### src/design/lmfg_pkg.sv
// Shared types, register indexes and arithmetic helpers of the LED frame generator.
package lmfg_pkg;

    localparam logic [1:0] FUNC_SET = 2'd0;
    localparam logic [1:0] FUNC_GET = 2'd1;
    localparam logic [1:0] FUNC_UPD = 2'd2;

    localparam logic [2:0] REG_FULL_LEVEL  = 3'd0;
    localparam logic [2:0] REG_PING_LEVEL  = 3'd1;
    localparam logic [2:0] REG_FLASH_PER   = 3'd2;
    localparam logic [2:0] REG_FLASH_ON    = 3'd3;
    localparam logic [2:0] REG_PING_PER    = 3'd4;
    localparam logic [2:0] REG_PING_ON     = 3'd5;
    localparam logic [2:0] REG_ONCE_TICKS  = 3'd6;
    localparam logic [2:0] REG_SWING_STEP  = 3'd7;

    localparam logic [2:0] COLOR_OFF   = 3'd0;
    localparam logic [2:0] COLOR_RED   = 3'd1;
    localparam logic [2:0] COLOR_GREEN = 3'd2;
    localparam logic [2:0] COLOR_BLUE  = 3'd3;
    localparam logic [2:0] COLOR_WHITE = 3'd4;

    localparam logic [2:0] MODE_FLASH = 3'd1;
    localparam logic [2:0] MODE_SWING = 3'd2;
    localparam logic [2:0] MODE_PING  = 3'd3;
    localparam logic [2:0] MODE_ONCE  = 3'd4;

    localparam logic [7:0] QUARTER_SINE [65] = '{
        8'd0, 8'd3, 8'd6, 8'd9, 8'd13, 8'd16, 8'd19, 8'd22,
        8'd25, 8'd28, 8'd31, 8'd34, 8'd37, 8'd40, 8'd43, 8'd46,
        8'd49, 8'd52, 8'd55, 8'd58, 8'd60, 8'd63, 8'd66, 8'd68,
        8'd71, 8'd74, 8'd76, 8'd79, 8'd81, 8'd84, 8'd86, 8'd88,
        8'd91, 8'd93, 8'd95, 8'd97, 8'd99, 8'd101, 8'd103, 8'd105,
        8'd106, 8'd108, 8'd110, 8'd111, 8'd113, 8'd114, 8'd116, 8'd117,
        8'd118, 8'd119, 8'd121, 8'd122, 8'd122, 8'd123, 8'd124, 8'd125,
        8'd126, 8'd126, 8'd127, 8'd127, 8'd127, 8'd128, 8'd128, 8'd128,
        8'd128
    };

    typedef struct packed {
        logic [2:0]  color;
        logic [2:0]  mode;
        logic [7:0]  once;
        logic [23:0] last;
        logic [23:0] pend;
    } t_cell_state;

    typedef struct packed {
        logic       we;
        logic [2:0] idx;
        logic [2:0] color;
        logic [2:0] mode;
        logic [7:0] once;
    } t_set_cmd;

    // Gain 128 + 128*sin, Q2.7, from an 8-bit phase.
    function automatic logic [8:0] lmfg_gain(input logic [7:0] p);
        logic [6:0] k;
        logic [8:0] s;
        k = {1'b0, p[5:0]};
        case (p[7:6])
            2'd0:    s = {1'b0, QUARTER_SINE[k]};
            2'd1:    s = {1'b0, QUARTER_SINE[7'd64 - k]};
            2'd2:    s = {1'b0, QUARTER_SINE[k]};
            default: s = {1'b0, QUARTER_SINE[7'd64 - k]};
        endcase
        return p[7] ? (9'd128 - s) : (9'd128 + s);
    endfunction

    function automatic logic [7:0] lmfg_scale(input logic [7:0] c, input logic [8:0] g);
        logic [16:0] v;
        v = {9'd0, c} * {8'd0, g};
        return (v[16:7] > 10'd255) ? 8'hFF : v[14:7];
    endfunction

endpackage

### src/design/lmfg_cell.sv
// One LED cell of the ring: stored color, mode, countdown and frame words.
module lmfg_cell import lmfg_pkg::*; #(
    parameter int CELL_IDX = 0
) (
    input  logic        i_clk,
    input  logic        i_rst_n,
    input  logic        i_shift,
    input  t_cell_state i_d,
    input  t_set_cmd    i_set,
    output t_cell_state o_q
);

    t_cell_state r_q;

    always_ff @(posedge i_clk) begin
        if (!i_rst_n) begin
            r_q <= '0;
        end else if (i_shift) begin
            r_q <= i_d;
        end else if (i_set.we && (int'(i_set.idx) == CELL_IDX)) begin
            r_q.color <= i_set.color;
            r_q.mode  <= i_set.mode;
            if (i_set.mode == MODE_ONCE) begin
                r_q.once <= i_set.once;
            end
        end
    end

    assign o_q = r_q;

endmodule

### src/design/lmfg_mod.sv
// Restoring remainder unit: 32-bit time modulo a 16-bit period, one bit per cycle.
module lmfg_mod (
    input  logic        i_clk,
    input  logic        i_rst_n,
    input  logic        i_start,
    input  logic [31:0] i_num,
    input  logic [15:0] i_den,
    output logic        o_busy,
    output logic [15:0] o_rem
);

    logic [31:0] r_num;
    logic [15:0] r_den;
    logic [15:0] r_rem;
    logic [5:0]  r_cnt;
    logic [16:0] w_try;
    logic [16:0] w_sub;

    assign w_try = {r_rem, r_num[31]};
    assign w_sub = w_try - {1'b0, r_den};

    always_ff @(posedge i_clk) begin
        if (!i_rst_n) begin
            r_cnt <= '0;
        end else if (i_start) begin
            r_cnt <= 6'd32;
        end else if (r_cnt != 6'd0) begin
            r_cnt <= r_cnt - 6'd1;
        end
    end

    always_ff @(posedge i_clk) begin
        if (i_start) begin
            r_num <= i_num;
            r_den <= i_den;
            r_rem <= '0;
        end else if (r_cnt != 6'd0) begin
            r_num <= {r_num[30:0], 1'b0};
            r_rem <= (w_try >= {1'b0, r_den}) ? w_sub[15:0] : w_try[15:0];
        end
    end

    assign o_busy = (r_cnt != 6'd0);
    assign o_rem  = r_rem;

endmodule

### src/design/led_mode_frame_generator.sv
// LED mode frame generator: per-LED color/mode ring and byte stream output.
//
// Input channel (i_in_valid / o_in_stall): func 0 sets an LED's color and
// mode, func 1 gets its color, func 2 updates the frame at time i_now_ms.
// Output channel (o_out_valid / i_out_stall): one byte per item, either a
// get reply (o_out_kind = 1) or LED data in green, red, blue order.
// A set is taken in the controller's idle state; a get goes through the
// reply state, which puts the reply byte in the output register. An update
// first runs the bit-serial modulo units for the flash and ping windows,
// then a scan in which the cell ring rotates once past the frame logic,
// then, if any LED changed, 3*LED_COUNT bytes at one per cycle while the
// output is not stalled, as the ring rotates a second time past the head.
// The input is stalled while an item is in work; a stalled output holds
// its byte and the emit sequence waits. Reset clears all LEDs to off and
// stable, the last-sent frame to zero, and loads register defaults.
// Configuration writes through i_cfg_we / i_cfg_idx / i_cfg_data.
module led_mode_frame_generator import lmfg_pkg::*; #(
    parameter int LED_COUNT = 8
) (
    input  logic        i_clk,
    input  logic        i_rst_n,
    input  logic        i_cfg_we,
    input  logic [2:0]  i_cfg_idx,
    input  logic [15:0] i_cfg_data,
    input  logic        i_in_valid,
    output logic        o_in_stall,
    input  logic [1:0]  i_func,
    input  logic [2:0]  i_led_index,
    input  logic [2:0]  i_color_code,
    input  logic [2:0]  i_mode_code,
    input  logic [31:0] i_now_ms,
    output logic        o_out_valid,
    input  logic        i_out_stall,
    output logic        o_out_kind,
    output logic [7:0]  o_out_byte,
    output logic        o_is_last
);

    localparam int STEP_W = (LED_COUNT > 1) ? $clog2(LED_COUNT) : 1;
    localparam logic [STEP_W-1:0] LAST_STEP = STEP_W'(LED_COUNT - 1);

    typedef enum logic [4:0] {
        S_IDLE  = 5'b00001,
        S_CALC  = 5'b00010,
        S_SCAN  = 5'b00100,
        S_EMIT  = 5'b01000,
        S_REPLY = 5'b10000
    } t_state;

    t_state r_state;

    logic [7:0]  r_full_level, r_ping_level, r_once_ticks;
    logic [15:0] r_flash_per, r_flash_on, r_ping_per, r_ping_on, r_swing_step;

    logic [31:0] r_now;
    logic [7:0]  r_phase;
    logic        r_flash_win, r_ping_win, r_changed;
    logic [STEP_W-1:0] r_step;
    logic [1:0]  r_byte;
    logic [2:0]  r_reply;

    logic        r_out_valid, r_out_kind, r_out_last;
    logic [7:0]  r_out_byte;

    logic        w_accept, w_shift, w_out_free, w_start, w_load;
    logic        w_flash_busy, w_ping_busy;
    logic [15:0] w_flash_rem, w_ping_rem;
    logic [47:0] w_prod;
    logic [8:0]  w_gain;
    logic [7:0]  w_ch_r, w_ch_g, w_ch_b;
    logic [23:0] w_frame;
    logic [2:0]  w_get_color;
    t_cell_state w_fb;
    t_set_cmd    w_set;
    t_cell_state w_q [LED_COUNT];

    assign w_accept   = i_in_valid && (r_state == S_IDLE);
    assign o_in_stall = (r_state != S_IDLE);
    assign w_out_free = !r_out_valid || !i_out_stall;
    assign w_start    = w_accept && (i_func == FUNC_UPD);
    assign w_prod     = {16'd0, i_now_ms} * {32'd0, r_swing_step};
    assign w_load     = w_out_free && ((r_state == S_EMIT) || (r_state == S_REPLY));

    // Configuration registers.
    always_ff @(posedge i_clk) begin
        if (!i_rst_n) begin
            r_full_level <= 8'd25;
            r_ping_level <= 8'd25;
            r_flash_per  <= 16'd500;
            r_flash_on   <= 16'd250;
            r_ping_per   <= 16'd1000;
            r_ping_on    <= 16'd100;
            r_once_ticks <= 8'd100;
            r_swing_step <= 16'd8500;
        end else if (i_cfg_we) begin
            unique case (i_cfg_idx)
                REG_FULL_LEVEL: r_full_level <= i_cfg_data[7:0];
                REG_PING_LEVEL: r_ping_level <= i_cfg_data[7:0];
                REG_FLASH_PER:  r_flash_per  <= i_cfg_data;
                REG_FLASH_ON:   r_flash_on   <= i_cfg_data;
                REG_PING_PER:   r_ping_per   <= i_cfg_data;
                REG_PING_ON:    r_ping_on    <= i_cfg_data;
                REG_ONCE_TICKS: r_once_ticks <= i_cfg_data[7:0];
                REG_SWING_STEP: r_swing_step <= i_cfg_data;
                default: ;
            endcase
        end
    end

    lmfg_mod u_flash_mod (
        .i_clk   (i_clk),
        .i_rst_n (i_rst_n),
        .i_start (w_start),
        .i_num   (i_now_ms),
        .i_den   (r_flash_per),
        .o_busy  (w_flash_busy),
        .o_rem   (w_flash_rem)
    );

    lmfg_mod u_ping_mod (
        .i_clk   (i_clk),
        .i_rst_n (i_rst_n),
        .i_start (w_start),
        .i_num   (i_now_ms),
        .i_den   (r_ping_per),
        .o_busy  (w_ping_busy),
        .o_rem   (w_ping_rem)
    );

    assign w_set.we    = w_accept && (i_func == FUNC_SET);
    assign w_set.idx   = i_led_index;
    assign w_set.color = i_color_code;
    assign w_set.mode  = i_mode_code;
    assign w_set.once  = r_once_ticks;

    // Ring of cells: each takes its upper neighbor, the top takes the feedback.
    for (genvar k = 0; k < LED_COUNT; k++) begin : g_cell
        t_cell_state w_d;
        if (k == LED_COUNT - 1) begin : g_top
            assign w_d = w_fb;
        end else begin : g_mid
            assign w_d = w_q[k+1];
        end
        lmfg_cell #(.CELL_IDX(k)) u_cell (
            .i_clk   (i_clk),
            .i_rst_n (i_rst_n),
            .i_shift (w_shift),
            .i_d     (w_d),
            .i_set   (w_set),
            .o_q     (w_q[k])
        );
    end

    always_comb begin
        w_get_color = COLOR_OFF;
        for (int k = 0; k < LED_COUNT; k++) begin
            if (int'(i_led_index) == k) begin
                w_get_color = w_q[k].color;
            end
        end
    end

    // Frame rule for the LED at the head of the ring.
    assign w_gain = lmfg_gain(r_phase);

    always_comb begin
        logic [2:0] code;
        code   = w_q[0].color;
        w_ch_r = (code == COLOR_RED   || code == COLOR_WHITE) ? r_full_level : 8'd0;
        w_ch_g = (code == COLOR_GREEN || code == COLOR_WHITE) ? r_full_level : 8'd0;
        w_ch_b = (code == COLOR_BLUE  || code == COLOR_WHITE) ? r_full_level : 8'd0;
        w_fb   = w_q[0];
        case (w_q[0].mode)
            MODE_FLASH: begin
                if (!r_flash_win) begin
                    w_ch_r = 8'd0;
                    w_ch_g = 8'd0;
                    w_ch_b = 8'd0;
                end
            end
            MODE_SWING: begin
                w_ch_r = lmfg_scale(w_ch_r, w_gain);
                w_ch_g = lmfg_scale(w_ch_g, w_gain);
                w_ch_b = lmfg_scale(w_ch_b, w_gain);
            end
            MODE_PING: begin
                w_ch_r = (w_ch_r != 8'd0 && r_ping_win) ? r_ping_level : 8'd0;
                w_ch_g = (w_ch_g != 8'd0 && r_ping_win) ? r_ping_level : 8'd0;
                w_ch_b = (w_ch_b != 8'd0 && r_ping_win) ? r_ping_level : 8'd0;
            end
            MODE_ONCE: begin
                if (w_q[0].once != 8'd0) begin
                    w_ch_r = lmfg_scale(w_ch_r, w_gain);
                    w_ch_g = lmfg_scale(w_ch_g, w_gain);
                    w_ch_b = lmfg_scale(w_ch_b, w_gain);
                    if (r_state == S_SCAN) begin
                        w_fb.once = w_q[0].once - 8'd1;
                    end
                end else if (r_state == S_SCAN) begin
                    w_fb.color = COLOR_OFF;
                end
            end
            default: ;
        endcase
        w_frame = {w_ch_r, w_ch_g, w_ch_b};
        if (r_state == S_SCAN) begin
            w_fb.pend = w_frame;
        end else begin
            w_fb.last = w_q[0].pend;
        end
    end

    assign w_shift = (r_state == S_SCAN) ||
                     ((r_state == S_EMIT) && w_out_free && (r_byte == 2'd2));

    // Controller.
    always_ff @(posedge i_clk) begin
        if (!i_rst_n) begin
            r_state     <= S_IDLE;
            r_out_valid <= 1'b0;
            r_step      <= '0;
            r_byte      <= '0;
            r_changed   <= 1'b0;
        end else begin
            // drop a taken item unless a new one loads in this cycle
            if (r_out_valid && !i_out_stall && !w_load) begin
                r_out_valid <= 1'b0;
            end
            unique case (r_state)
                S_IDLE: begin
                    if (w_accept) begin
                        r_now   <= i_now_ms;
                        r_phase <= w_prod[23:16];
                        r_reply <= w_get_color;
                        if (i_func == FUNC_GET) begin
                            r_state <= S_REPLY;
                        end else if (i_func == FUNC_UPD) begin
                            r_state <= S_CALC;
                        end
                    end
                end
                S_CALC: begin
                    if (!w_flash_busy && !w_ping_busy) begin
                        r_flash_win <= (r_flash_per == 16'd0) ?
                            (r_now < {16'd0, r_flash_on}) : (w_flash_rem < r_flash_on);
                        r_ping_win  <= (r_ping_per == 16'd0) ?
                            (r_now < {16'd0, r_ping_on}) : (w_ping_rem < r_ping_on);
                        r_step    <= '0;
                        r_changed <= 1'b0;
                        r_state   <= S_SCAN;
                    end
                end
                S_SCAN: begin
                    r_changed <= r_changed || (w_frame != w_q[0].last);
                    if (r_step == LAST_STEP) begin
                        r_step <= '0;
                        r_byte <= '0;
                        r_state <= (r_changed || (w_frame != w_q[0].last)) ? S_EMIT : S_IDLE;
                    end else begin
                        r_step <= r_step + 1'b1;
                    end
                end
                S_EMIT: begin
                    if (w_out_free) begin
                        r_out_valid <= 1'b1;
                        r_out_kind  <= 1'b0;
                        r_out_last  <= (r_step == LAST_STEP) && (r_byte == 2'd2);
                        case (r_byte)
                            2'd0:    r_out_byte <= w_q[0].pend[15:8];
                            2'd1:    r_out_byte <= w_q[0].pend[23:16];
                            default: r_out_byte <= w_q[0].pend[7:0];
                        endcase
                        if (r_byte == 2'd2) begin
                            r_byte <= '0;
                            if (r_step == LAST_STEP) begin
                                r_state <= S_IDLE;
                            end else begin
                                r_step <= r_step + 1'b1;
                            end
                        end else begin
                            r_byte <= r_byte + 2'd1;
                        end
                    end
                end
                S_REPLY: begin
                    if (w_out_free) begin
                        r_out_valid <= 1'b1;
                        r_out_kind  <= 1'b1;
                        r_out_last  <= 1'b1;
                        r_out_byte  <= {5'd0, r_reply};
                        r_state     <= S_IDLE;
                    end
                end
                default: r_state <= S_IDLE;
            endcase
        end
    end

    assign o_out_valid = r_out_valid;
    assign o_out_kind  = r_out_kind;
    assign o_out_byte  = r_out_byte;
    assign o_is_last   = r_out_last;

endmodule

### config.mk
export PLATFORM = sky130hd
export DESIGN_NAME = led_mode_frame_generator
export DESIGN_NICKNAME = d
export VERILOG_FILES = /design/src/design/lmfg_pkg.sv /design/src/design/lmfg_cell.sv /design/src/design/lmfg_mod.sv /design/src/design/led_mode_frame_generator.sv
export SDC_FILE = /design/constraint.sdc
export NUM_CORES = 2
export LEC_CHECK = 0
export ABC_AREA = 1
export ABC_CLOCK_PERIOD_IN_PS = 12400
export BUFFER_PORTS_ARGS = -buffer_cell sky130_fd_sc_hd__buf_2
export CAP_MARGIN = 10
export CORE_MARGIN = 4
export CORE_UTILIZATION = 50
export CTS_CLUSTER_SIZE = 8
export DETAILED_ROUTE_END_ITERATION = 12
export GPL_ROUTABILITY_DRIVEN = 0
export PLACE_DENSITY = 0.65
export RECOVER_POWER = 100
export SLEW_MARGIN = 30
export SYNTH_ARGS = -nofsm -noshare
export SYNTH_HDL_FRONTEND = slang
export SYNTH_HIERARCHICAL = 1
export SYNTH_SLANG_ARGS = --single-unit
export TNS_END_PERCENT = 20
### constraint.sdc
create_clock -name i_clk -period 12.4 [get_ports i_clk]
set_input_delay 3.1 -clock i_clk [delete_from_list [all_inputs] [get_ports i_clk]]
set_output_delay 3.1 -clock i_clk [all_outputs]
set_load 0.03 [all_outputs]
==> impl_results.rst <==
.. list-table::
   :header-rows: 1

   * - Metric
     - Value
   * - Share of the clock period used by the worst path after layout
     - 85.6%
   * - Clock tree root buffer cell
     - clkbuf_16
   * - Chip Height
     - 335 um
   * - Main flop type after synthesis
     - dfxtp_1
   * - Synth Register Bits
     - 807
   * - Fmax
     - 0.0942 GHz
   * - CTS Sinks
     - 807
   * - Violation count after the first detailed-route iteration
     - 4,014
   * - Net count of the mapped netlist
     - 7,906
   * - Initial Util
     - 50.5%
   * - Buffers inserted by post-CTS timing repair
     - 0
   * - Overall global routing resource usage
     - 26.8%
   * - Transition at the pin with the smallest max-transition slack
     - 3990 ps
   * - CP max stage delay
     - 650 ps
   * - Library cell occupying the most area in the post-synthesis netlist
     - dfxtp_1
   * - Most repeated library cell on the critical path
     - nand2_1
   * - Count of antenna-violating nets left after detailed routing
     - 0
   * - CTS Hold Bufs
     - 0
   * - Maximum capacitance violations
     - 11
   * - CTS Buf Count
     - 112
   * - Max-slew headroom at the worst pin
     - -166%
   * - Count of final setup violators
     - 0
   * - Status
     - finished, violations left
   * - Clock slew seen by the registers of the worst setup and hold paths
     - 50 ps
   * - Growth of design area from synthesis to finish
     - 6.68%
   * - Most area-consuming cells after synthesis
     - dfxtp_1 25%, fa_1 12%, nand2_1 12%
   * - Required time reported for the critical path endpoint
     - 12,960 ps
   * - Type of destination of the critical path
     - flop
   * - Resized Gates After CTS
     - 0
   * - Worst VDD drop
     - 0.228 mV
   * - Path category of the worst min-delay check
     - flop to flop
   * - Wirelength, routed
     - 151 mm
   * - Number of hold violations in the final report
     - 0
   * - Most used standard cell by instance count after synthesis
     - nand2_1
   * - Finished layout cell area
     - 56,900 um2
   * - Final critical delay including setup and external delays
     - 10,620 ps
   * - R2r setup slk
     - 1780 ps
   * - PwrDens
     - 186 nW/um2
   * - HPWL after DPL
     - 105 mm
   * - Number of warnings issued by yosys
     - 6
   * - Die Span X
     - 335 um
   * - Critical path launch point type
     - flop
   * - Quantity of I/O buffers inserted on ports
     - 78
   * - Share of synthesized flip-flops with an asynchronous set or reset
     - 0%
   * - Setup repair after global routing missed its margin
     - no
   * - Die Area
     - 112,000 um2
   * - Total Power Consumption
     - 10.6 mW
   * - Number of filler instances in the final layout
     - 10,200
   * - Unique masters post-synth
     - 65
   * - Clock tree from TritonCTS
     - done
   * - Total buffers and inverters traversed by the critical path
     - 8
   * - Average wire per standard cell
     - 17.7 um
   * - Cell family with the largest share of critical-path delay
     - adder cells
   * - Core Box Area
     - 106,000 um2
   * - Synth Cell Area
     - 53,400 um2
   * - Clock network latency to the later pin of the worst-skew pair
     - 710 ps
   * - Share of post-route cells with drive strength above 1
     - 4.70%
   * - CP Max Fanout
     - 23
   * - Vias in the first global route
     - 43,800
   * - Total grt overflow
     - 0
   * - First-pass GRT wire length
     - 243 mm
   * - Worst Path Arrival
     - 11,180 ps
   * - Total number of vias
     - 46,100
   * - CTS H-tree lvls
     - 3
   * - Seq/Total Area, Yosys
     - 33.1%
   * - Post-detailed-placement cell area
     - 54,000 um2
   * - Number of placement rows
     - 119
   * - Vias per Instance
     - 5.37
   * - Antenna violations before repair
     - 4
   * - Fin. max-slew vios
     - 747
   * - Highest-delay cell along the critical path
     - ha_1
   * - Static Leak
     - 28.5 nW
   * - Post-route insts no fill
     - 8,583
   * - Top-area cell type share of the netlist area
     - 24.6%
   * - Setup TNS
     - 0 ps
   * - Number of instances in the placed design
     - 8,422
   * - Boundary pin count
     - 79
   * - Top cells by instance count after synthesis
     - 1,668 x nand2_1, 1,318 x nor2_1, 837 x inv_1
   * - Number of iterations in the first detailed-routing pass
     - 6
   * - Number of enable flip-flop cells after synthesis
     - 151
   * - Failing checks
     - max-capacitance violations, max-slew violations
   * - Number of DRC violations after detailed routing
     - 0
   * - Layout net count
     - 7,801
   * - Path type of the worst setup path
     - flop to flop
   * - Mean instance size in the synthesized netlist
     - 7.36 um2
   * - Maximum number of buffers from clock root to sink
     - 3
   * - Pin count of the biggest net entering global routing
     - 262
   * - Count of mapped cells out of synthesis
     - 7,251
   * - Final clock skew
     - 45.5 ps
[cells by family (layout without fill, tap and decap cells)]
group	after synthesis	count (layout)	synth area share, %
compound gates	951	951	9.54
simple gates	3628	3628	28.2
xor+xnor	72	72	1.18
buf+inv	1205	1144	9.75
flops	807	807	33.1
fa+ha+maj	588	588	18.2
other cells	0	2	0
[cell usage in the layout (no fill, tap or decap), types with 15 or more instances in the layout]
cell type  Yosys  layout
a21oi_1      227     227
and2_1        58      58
nor2_1      1318    1317
edfxtp_1     151     151
inv_1        837     838
nor2_2        33      35
o21ai_0      606     607
nor3_1        38      37
o21a_1        17      17
o211ai_1      42      42
buf_2         29      31
fa_1         316     316
nand3b_1      23      23
nand2_1     1668    1675
buf_4         39      17
nand4_1       51      51
clkbuf_16      0     112
nand3_1      297     301
dfxtp_1      656     655
xnor2_1       42      42
xor2_1        30      30
nand3_2       23      20
clkinv_1      19      20
nor4_1        15      15
ha_1         272     272
clkbuf_1     187      92
nand2_2       55      49
[routing by layer]
layer	track usage [%]	routed length, um	vias to the layer above
met5	0	13	-
met4	8.21	4740	2
met3	4.68	11300	290
met2	41.7	66200	1490
met1	38.3	69300	21800
li1	-	-	22500
[worst paths after layout]
path | start | endpoint | depth (start not counted)
setup / recovery | r_phase[1] | r_state[3] | 46
hold / removal | r_ping_per[11] | u_ping_mod/r_den[11] | 0
setup reg to reg | r_phase[1] | r_state[3] | 46
hold reg to reg | r_ping_per[11] | u_ping_mod/r_den[11] | 0
[worst register-to-register path, delay by kind of cell, from the launching register on]
kind / cells / cell delay, ps
and+or+nand+nor: 23 / 2910
AOI/OAI and AO/OA: 7 / 1270
DFF: 1 / 540
buffers and inverters: 8 / 1850
adders and majority gates: 8 / 3920
[sequential cells by signal (all words and copies together) (netlist names), 16 cells and up]
name / flops
r_flash_on: 16
u_ping_mod/r_num: 32
u_ping_mod/o_rem: 16
r_ping_on: 16
r_swing_step: 16
u_flash_mod/o_rem: 16
r_now: 32
u_flash_mod/r_den: 16
r_ping_per: 16
g_cell.u_cell/o_q: 496
u_ping_mod/r_den: 16
u_flash_mod/r_num: 32
r_flash_per: 16
[per-stage QoR]
step | util, % | hold slack [ps] | setup slack, ps
floorplan | - | 416 | 3200
global placement | 51.0 | 437 | 2620
detailed placement | 51.0 | 436 | 2480
CTS | 54.0 | 450 | 2430
global route | 53.9 | 462 | 858
finish | 53.9 | 448 | 1780
[power breakdown]
group	switching [mW]	internal (mW)	total (mW)
sequential	0.246	3.15	3.39
clock	1.15	1.66	2.81
combinational	2.98	1.41	4.40
[final cells by class]
type	count	area (um2)	area share [%]
clock buffers	149	2960	5.20
repair buffers	110	573	1.01
flip-flops and latches	807	17700	31.0
well taps	1391	1740	3.06
diodes	2	5.00	0.00879
clock inverters	9	196	0.345
multi-input cells	5239	30500	53.5
inverters	876	3320	5.84
Power figures use the tool's default switching activity.
